--- config.mk ---
export PLATFORM = sky130hd
export DESIGN_NAME = sac_front
export DESIGN_NICKNAME = d
export VERILOG_FILES = /design/src/rtl/set_assoc_cache_lru_assert.svh /design/src/rtl/sac_pkg.sv /design/src/rtl/sac_front.sv
export SDC_FILE = /design/constraint.sdc
export NUM_CORES = 1
export LEC_CHECK = 0
export BUFFER_PORTS_ARGS = -buffer_cell sky130_fd_sc_hd__buf_2
export CORE_UTILIZATION = 55
export DETAILED_ROUTE_END_ITERATION = 16
export PLACE_DENSITY = 0.84
export SLEW_MARGIN = 10
export SYNTH_ARGS = -nofsm -noshare
export SYNTH_HDL_FRONTEND = slang
export SYNTH_SLANG_ARGS = --single-unit
--- constraint.sdc ---
create_clock -name clk -period 4 [get_ports clk]
set_input_delay 0.8 -clock clk [delete_from_list [all_inputs] [get_ports clk]]
set_output_delay 0.8 -clock clk [all_outputs]
set_load 0.05 [all_outputs]
--- src/rtl/set_assoc_cache_lru_assert.svh ---
// ----------------------------------------------------------------------------
// set_assoc_cache_lru_assert.svh
// Assertion macros used by the cache top level.
// ----------------------------------------------------------------------------
`ifndef SET_ASSOC_CACHE_LRU_ASSERT_SVH
`define SET_ASSOC_CACHE_LRU_ASSERT_SVH

// Same-cycle implication, disabled while reset is asserted.
`define SAC_ASSERT_IMPL(lbl, clk, rst_n, a, c) \
    lbl: assert property (@(posedge clk) disable iff (!rst_n) (a) |-> (c)) \
        else $error("assertion failed");

// Next-cycle implication, disabled while reset is asserted.
`define SAC_ASSERT_NEXT(lbl, clk, rst_n, a, c) \
    lbl: assert property (@(posedge clk) disable iff (!rst_n) (a) |=> (c)) \
        else $error("assertion failed");

`endif

--- src/rtl/sac_pkg.sv ---
// ----------------------------------------------------------------------------
// sac_pkg
// Types and constants shared by the cache front end, back end and top level.
// ----------------------------------------------------------------------------
package sac_pkg;

    // Status of the request queue between front and back end.
    typedef struct packed {
        logic empty;
        logic full;
    } sac_qstat_t;

    localparam logic [7:0] FILL_RESET = 8'h42;
    localparam logic       MODE_READ  = 1'b0;
    localparam logic       MODE_WRITE = 1'b1;

endpackage

--- src/rtl/sac_front.sv ---
// ----------------------------------------------------------------------------
// sac_front
// Splits each accepted access into tag, set and offset and queues it.
// ----------------------------------------------------------------------------
module sac_front #(
    parameter int SETS       = 128,
    parameter int LINE_BYTES = 32,
    parameter int ADDR_BITS  = 32,
    localparam int OffW   = $clog2(LINE_BYTES),
    localparam int SetIW  = $clog2(SETS),
    localparam int SetW   = (SetIW == 0) ? 1 : SetIW,
    localparam int EaBits = (ADDR_BITS < 32) ? ADDR_BITS : 32,
    localparam int TagW   = (EaBits - OffW - SetIW < 1) ? 1 : (EaBits - OffW - SetIW)
) (
    input  logic                  clk,
    input  logic                  rst_n,
    input  logic                  push,
    input  logic                  mode,
    input  logic [31:0]           address,
    input  logic [7:0]            write_data,
    input  logic                  pop,
    output sac_pkg::sac_qstat_t   q_status,
    output logic                  head_mode,
    output logic [TagW-1:0]       head_tag,
    output logic [SetW-1:0]       head_set,
    output logic [OffW-1:0]       head_off,
    output logic [7:0]            head_wdata
);

    localparam logic [31:0] AMask =
        (ADDR_BITS >= 32) ? 32'hFFFF_FFFF : 32'((64'd1 << ADDR_BITS) - 64'd1);
    localparam logic [31:0] SetMask = 32'(SETS - 1);

    logic [31:0]     addr_m;
    logic [TagW-1:0] in_tag;
    logic [SetW-1:0] in_set;
    logic [OffW-1:0] in_off;

    logic            q_mode  [2];
    logic [TagW-1:0] q_tag   [2];
    logic [SetW-1:0] q_set   [2];
    logic [OffW-1:0] q_off   [2];
    logic [7:0]      q_wdata [2];

    logic       wr_ptr_reg, wr_ptr_next;
    logic       rd_ptr_reg, rd_ptr_next;
    logic [1:0] count_reg, count_next;

    assign addr_m = address & AMask;
    assign in_off = OffW'(addr_m);
    assign in_set = SetW'((addr_m >> OffW) & SetMask);
    assign in_tag = TagW'(addr_m >> (OffW + SetIW));

    always_comb
    begin
        wr_ptr_next = push ? ~wr_ptr_reg : wr_ptr_reg;
        rd_ptr_next = pop ? ~rd_ptr_reg : rd_ptr_reg;
        count_next  = count_reg + 2'(push) - 2'(pop);
    end

    always_ff @(posedge clk or negedge rst_n)
    begin
        if (!rst_n)
        begin
            wr_ptr_reg <= 1'b0;
            rd_ptr_reg <= 1'b0;
            count_reg  <= 2'd0;
        end
        else
        begin
            wr_ptr_reg <= wr_ptr_next;
            rd_ptr_reg <= rd_ptr_next;
            count_reg  <= count_next;
        end
    end

    always_ff @(posedge clk)
    begin
        if (push)
        begin
            q_mode[wr_ptr_reg]  <= mode;
            q_tag[wr_ptr_reg]   <= in_tag;
            q_set[wr_ptr_reg]   <= in_set;
            q_off[wr_ptr_reg]   <= in_off;
            q_wdata[wr_ptr_reg] <= write_data;
        end
    end

    assign q_status.empty = (count_reg == 2'd0);
    assign q_status.full  = (count_reg == 2'd2);
    assign head_mode  = q_mode[rd_ptr_reg];
    assign head_tag   = q_tag[rd_ptr_reg];
    assign head_set   = q_set[rd_ptr_reg];
    assign head_off   = q_off[rd_ptr_reg];
    assign head_wdata = q_wdata[rd_ptr_reg];

endmodule

==> reports/qor.csv, run 1 <==
stage;metric;value;unit
setup_path;cp.required;3.20;ns
detailed_routing;viasPerCell;4.877;
logic_synthesis;syn_nets;190;
placement;hpwl;2982;microns
logic_synthesis;synthesis.area;3358;sq um
global_route;antenna_found_initial;0;
floorplanning;rows;28;
sta;skew;0.008799;ns
power_and_ir_drop;internal_power;1.969;mW
clock_network;cts_root_buffer;clkbuf_8;
setup_path;arrival;2.00;ns
sta;period_minus_slack;2.804;ns
logic_synthesis;yosys-top-cells-area;edfxtp_1 73%, mux2_4 17%, dfrtp_1 3.0%;
power_and_ir_drop;seqPwrFrac;39.9;%
detailed_routing;avgRoutedWirePerCell;14.41;microns
final_layout;finalNonFillerCells;317;
detailed_routing;ant_nets;0;
placement;dpl_cell_area;3826;sq um
final_layout;n_antenna_cell;0;
sta;setup_viol;0;
global_route;grt_start_max_net_pins;42;
logic_synthesis;ys_warn_count;0;
run;drv_cap;0;
global_route;grt_pass1_vias;1610;
final_layout;final_nets;284;
power_and_ir_drop;p_clk_share;16.9;%
sta;hold_viol;0;
final_layout;fillCellCount;405;
global_route;grt_first_pass_wirelength;6872;microns
power_and_ir_drop;ir_worst_vdd;440.9;uV
clock_network;clk_latency;0.34;ns
sta;slew_headroom;21.70;%
global_route;grt_most_used_layer;met2;
sta;rsz0062_at_grt;no;
global_route;grt-ovfl-total;0;
clock_network;cts_tree;done;
sta;slew_violations;0;
detailed_routing;drc;0;
final_layout;syn2layout_area_growth;19.34;%
clock_network;cts_buffers;9;
power_and_ir_drop;p_leak;1.650;nW
detailed_routing;drtIter0Drc;69;
final_layout;layout_commonest_cell;buf_2;
final_layout;largest_reg_flops;40;
placement;place_inst;301;
global_route;grt.met2_usage;26.58;%
placement;dp_slack;1.543;ns
logic_synthesis;ys_seq_area_share;76.30;%
power_and_ir_drop;power_density;819.1;nW/um^2
sta;setup-tns-final;0;ns
final_layout;top_register;q_tag;
placement;place_congestion;0.6510;
sta;fmax;356.7;MHz
sta;finalCritPeriodShare;70.09;%
final_layout;final_cell_area;4008;sq um
clock_network;clockBufferDepth;2;
sta;worst_pin_slew;1.172;ns
logic_synthesis;syn-instance-count;143;
final_layout;top_regs;q_tag x40, q_wdata x16, q_set x14;
sta;worst_slack;1.196;ns
detailed_routing;dr.pass1.iters;4;
clock_network;htree_levels;3;
power_and_ir_drop;pwr-share-comb;43.2;%
logic_synthesis;ys_ff_latch;86;
floorplanning;io_pins;88;
run_status;status;complete, no violations;
clock_network;post_cts_buffers;0;
clock_network;ctsResizeCount;0;
floorplanning;die_area;6422;sq um
clock_network;clock_sinks;86;
global_route;global_route.usage.met1;15.84;%
setup_path;critical_path_class;flop to output port;
global_route;grtUsageTotal;15.32;%
final_layout;finalCoreUtilization;67.69;%
logic_synthesis;post_synth_num_cell_types;13;
power_and_ir_drop;p_sw;1.314;mW
placement;portBuffers;87;
logic_synthesis;yosysTopAreaCellShare;73.32;%
final_layout;drive_above_1_share;59.50;%
floorplanning;start_util;56.72;%
setup_path;cp-end-kind;output port;
power_and_ir_drop;swShare;40.03;%
floorplanning;core-area;5921;sq um
global_route;grt_use_met3;6.136;%
clock_network;hold_buffers;0;
final_layout;layout_common_cells;87 x buf_2, 82 x edfxtp_1, 39 x mux2_4;
logic_synthesis;syn-mean-instance-area;23.48;sq um
floorplanning;die_y;80.14;microns
floorplanning;die_w;80.14;microns
detailed_routing;wl;4567;microns
clock_network;clk_pin_slew_worst_paths;0.08;ns
setup_path;critPathMaxFanout;22;
logic_synthesis;synth_top_area_cell;edfxtp_1;
detailed_routing;vias;1546;
min_path;hold_class;input pin to async pin;
setup_path;startpoint_type;flop;
==> cells in the mapped netlist <==
| library cell | count |
|---|---|
| edfxtp_1 | 82 |
| mux2_4 | 39 |
| buf_12 | 4 |
| dfrtp_1 | 4 |
| ha_1 | 2 |
| inv_1 | 2 |
| mux2_2 | 2 |
| nor2b_1 | 2 |
| xor2_1 | 2 |
| and2_1 | 1 |
| buf_6 | 1 |
| nor2_1 | 1 |
| xor3_1 | 1 |
==> critical path, cell delays in order (launching register included) <==
cell and delay [ns]:
dfrtp_2 0.82, buf_12 0.29, mux2_2 0.35, buf_2 0.21
==> layer usage <==
layer | wire, microns | up-vias
met3 | 341 | 7
met4 | 68 | 0
met1 | 1808 | 730
met5 | 0 | -
li1 | - | 746
met2 | 2348 | 63
==> path summary, 6_finish.rpt <==
check                                start       endpoint  slack, ns  cells after the start
min in group clk                wr_ptr_reg     wr_ptr_reg       0.56                      1
worst min-delay path                 rst_n     rd_ptr_reg       0.25                      1
worst max register to register  wr_ptr_reg  q_wdata[0][5]       2.25                      1
worst max-delay path            rd_ptr_reg    head_set[6]       1.20                      3
worst min register to register  wr_ptr_reg     wr_ptr_reg       0.56                      1
max in group asynchronous            rst_n     rd_ptr_reg       3.62                      1
==> cell families (layout without fill, tap and decap cells) <==
family | Yosys count | count (layout) | synth area share, %
xor gates and xnor gates | 3 | 3 | 1.230
adders and majority gates | 2 | 2 | 0.7450
buffers and inverters | 7 | 106 | 2.944
DFF | 86 | 86 | 76.30
muxes | 41 | 41 | 18.11
and+or+nand+nor | 4 | 4 | 0.6706
==> stage by stage <==
stage	hold slack, ns	power, mW
final	0.2501	3.283
after CTS	0.2366	3.321
after global routing	0.2323	3.418
after detailed placement	0.5504	2.769
after global placement	0.5208	2.746
after floorplan	0.4555	2.582
==> layout make-up <==
cell class | instances | area (sq um) | area share (%)
clock buffers | 11 | 131.4 | 3.278
clock inverters | 5 | 50.05 | 1.249
inverters | 2 | 7.507 | 0.1873
multi-input cells | 50 | 705.7 | 17.61
flip-flops and latches | 86 | 2564 | 63.97
well taps | 75 | 93.84 | 2.342
repair buffers | 88 | 455.4 | 11.36
==> power groups by stage <==
stage,Combinational [mW],Clock (mW),Sequential (mW)
floorplan,1.32,0,1.26
global placement,1.42,0,1.32
detailed placement,1.43,0,1.34
CTS,1.44,0.569,1.32
global route,1.48,0.605,1.33
finish,1.42,0.556,1.31
Power figures use the tool's default switching activity.
==> inputs of run 2 (changes only) <==
CORE_UTILIZATION = 52   (was 55)
PLACE_DENSITY = 0.8   (was 0.84)
clock period = 2.7 ns   (was 4 ns; I/O delays follow)
==> reports/qor.csv, run 2 (synthesized netlist as in run 1, its figures left out) <==
stage;metric;value;unit;change
final_layout;seq_area;2564;sq um;unchanged
run;drv_cap;0;;unchanged
power_and_ir_drop;p_leak;1.675;nW;was 1.650 nW
clock_network;clock_sinks;86;;unchanged
detailed_routing;vias;1588;;was 1546
power_and_ir_drop;internal_power;2.927;mW;was 1.969 mW
floorplanning;core-area;6061;sq um;was 5921 sq um
clock_network;cts_buffers;9;;unchanged
final_layout;top_regs;q_tag x40, q_wdata x16, q_set x14;;unchanged
floorplanning;rows;28;;unchanged
clock_network;htree_levels;3;;unchanged
global_route;grt_start_max_net_pins;42;;unchanged
setup_path;cp-end-kind;output port;;unchanged
setup_path;critical_path_class;flop to output port;;unchanged
global_route;antenna_found_initial;0;;unchanged
floorplanning;io_pins;88;;unchanged
clock_network;ctsResizeCount;0;;unchanged
final_layout;layout_commonest_cell;buf_2;;unchanged
final_layout;layout_common_cells;87 x buf_2, 82 x edfxtp_1, 39 x mux2_4;;unchanged
clock_network;post_cts_buffers;0;;unchanged
setup_path;startpoint_type;flop;;unchanged
clock_network;clk_pin_slew_worst_paths;0.08;ns;about the same
detailed_routing;dr.pass1.iters;4;;unchanged
floorplanning;start_util;55.41;%;was 56.72%
power_and_ir_drop;pwr-share-comb;45.1;%;was 43.2%
clock_network;clockBufferDepth;2;;unchanged
setup_path;crit_start;rd_ptr_reg;;unchanged
sta;slew_violations;0;;unchanged
setup_path;cp.required;2.16;ns;was 3.20 ns
sta;worst_slack;0.5129;ns;was 1.196 ns
power_and_ir_drop;total_power;4.906;mW;was 3.283 mW
global_route;grt_first_pass_wirelength;7569;microns;was 6872 microns
placement;place_inst;304;;was 301
detailed_routing;avgRoutedWirePerCell;16.09;microns;was 14.41 microns
floorplanning;die_area;6783;sq um;was 6422 sq um
final_layout;finalCoreUtilization;66.64;%;was 67.69%
final_layout;finalNonFillerCells;321;;was 317
power_and_ir_drop;swShare;40.34;%;was 40.03%
floorplanning;die_y;82.36;microns;was 80.14 microns
clock_network;cts_root_buffer;clkbuf_8;;unchanged
sta;finalCritPeriodShare;81.00;%;
floorplanning;die_w;82.36;microns;was 80.14 microns
sta;rsz0062_at_grt;no;;unchanged
sta;worst_pin_slew;0.5539;ns;was 1.172 ns
sta;fmax;457.2;MHz;
final_layout;syn2layout_area_growth;20.27;%;was 19.34%
global_route;grt_pass1_vias;1586;;was 1610
detailed_routing;viasPerCell;4.947;;was 4.877
run_status;status;complete, no violations;;unchanged
final_layout;drive_above_1_share;60.16;%;was 59.50%
sta;whs;0.3832;ns;was 0.2501 ns
detailed_routing;wl;5165;microns;was 4567 microns
clock_network;clk_latency;0.34;ns;about the same
final_layout;top_register;q_tag;;unchanged
final_layout;largest_reg_flops;40;;unchanged
detailed_routing;drtIter0Drc;87;;was 69
power_and_ir_drop;ir_worst_vdd;757.5;uV;was 440.9 uV
clock_network;cts_tree;done;;unchanged
final_layout;n_antenna_cell;0;;unchanged
detailed_routing;drc;0;;unchanged
setup_path;rr_startpoint;wr_ptr_reg;;unchanged
setup_path;arrival;1.65;ns;was 2.00 ns
setup_path;critPathMaxFanout;17;;was 22
setup_path;reg2regPathDepth;2;;was 1
power_and_ir_drop;p_clk_share;16.8;%;was 16.9%
sta;setup-tns-final;0;ns;unchanged
power_and_ir_drop;seqPwrFrac;38.1;%;was 39.9%
final_layout;final_nets;288;;was 284
sta;skew;0.005565;ns;was 0.008799 ns
global_route;grtUsageTotal;16.57;%;was 15.32%
clock_network;hold_buffers;1;;was 0
sta;slew_headroom;63.08;%;was 21.70%
power_and_ir_drop;p_sw;1.979;mW;was 1.314 mW
placement;place_congestion;0.6950;;was 0.6510
power_and_ir_drop;power_density;1215;nW/um^2;was 819.1 nW/um^2
global_route;grt-ovfl-total;0;;unchanged
setup_path;r2r_setup_slack;1.24;ns;was 2.25 ns
sta;period_minus_slack;2.187;ns;
setup_path;cp-endpoint;head_tag[19];;was head_set[6]
final_layout;fillCellCount;415;;was 405
final_layout;multi_input_area;705.7;sq um;unchanged
placement;portBuffers;87;;unchanged
placement;dp_slack;0.8730;ns;was 1.543 ns
final_layout;final_cell_area;4039;sq um;was 4008 sq um
setup_path;r2r-end;q_tag[1][16];;was q_wdata[0][5]
sta;setup_viol;0;;unchanged
min_path;hold_class;input pin to flop;;was input pin to async pin
placement;dpl_cell_area;3849;sq um;was 3826 sq um
detailed_routing;ant_nets;0;;unchanged
sta;hold_viol;0;;unchanged
[run 2: cell types whose count changed in the layout (fill, tap and decap cells not counted), sizes merged]
cell | before | now
dlygate4sd3 | 0 | 1
buf | 88 | 91
clkinv | 3 | 5
clkbuf | 11 | 10
clkinvlp | 1 | 0
[run 2: worst max-delay path, stage by stage, from the launching register on]
cell and delay, ns:
dfrtp_2 0.40, buf_4 0.32, mux2_2 0.37, buf_2 0.21
[run 2: worst min-delay path by stage]
stage	start	end	slack, ns	depth (start not counted)
6_report	address[12]	q_tag[1][0]	0.38	1
5_1_grt	write_data[2]	q_wdata[0][2]	0.37	1
4_1_cts	address[12]	q_tag[1][0]	0.36	1
3_5_place_dp	rst_n	count_reg[0]	0.36	1
3_3_place_gp	rst_n	wr_ptr_reg	0.35	1
2_1_floorplan	rst_n	count_reg[0]	0.24	0
[run 2: routing by layer]
layer	global-route usage [%]	vias up	routed length [microns]
met2	26.86	60	2655
met3	4.505	9	390
met4	10.53	0	116
met5	0	-	0
met1	19.57	770	2002
li1	-	749	-
[run 2: power by group through the flow]
stage	clock, mW	sequential [mW]	combinational (mW)
floorplan	0	1.87	1.96
global placement	0	1.88	2.22
detailed placement	0	1.90	2.23
CTS	0.850	1.87	2.24
global route	0.891	1.89	2.33
finish	0.824	1.87	2.21
[run 2: final cells by class]
class                           instances  area share (%)
Multi-Input combinational cell         50           17.47
Sequential cell                        86           63.48
Clock inverter                          6           1.301
Tap cell                               75           2.323
Inverter                                2          0.1859
Clock buffer                           10           3.160
Timing Repair Buffer                   92           12.08
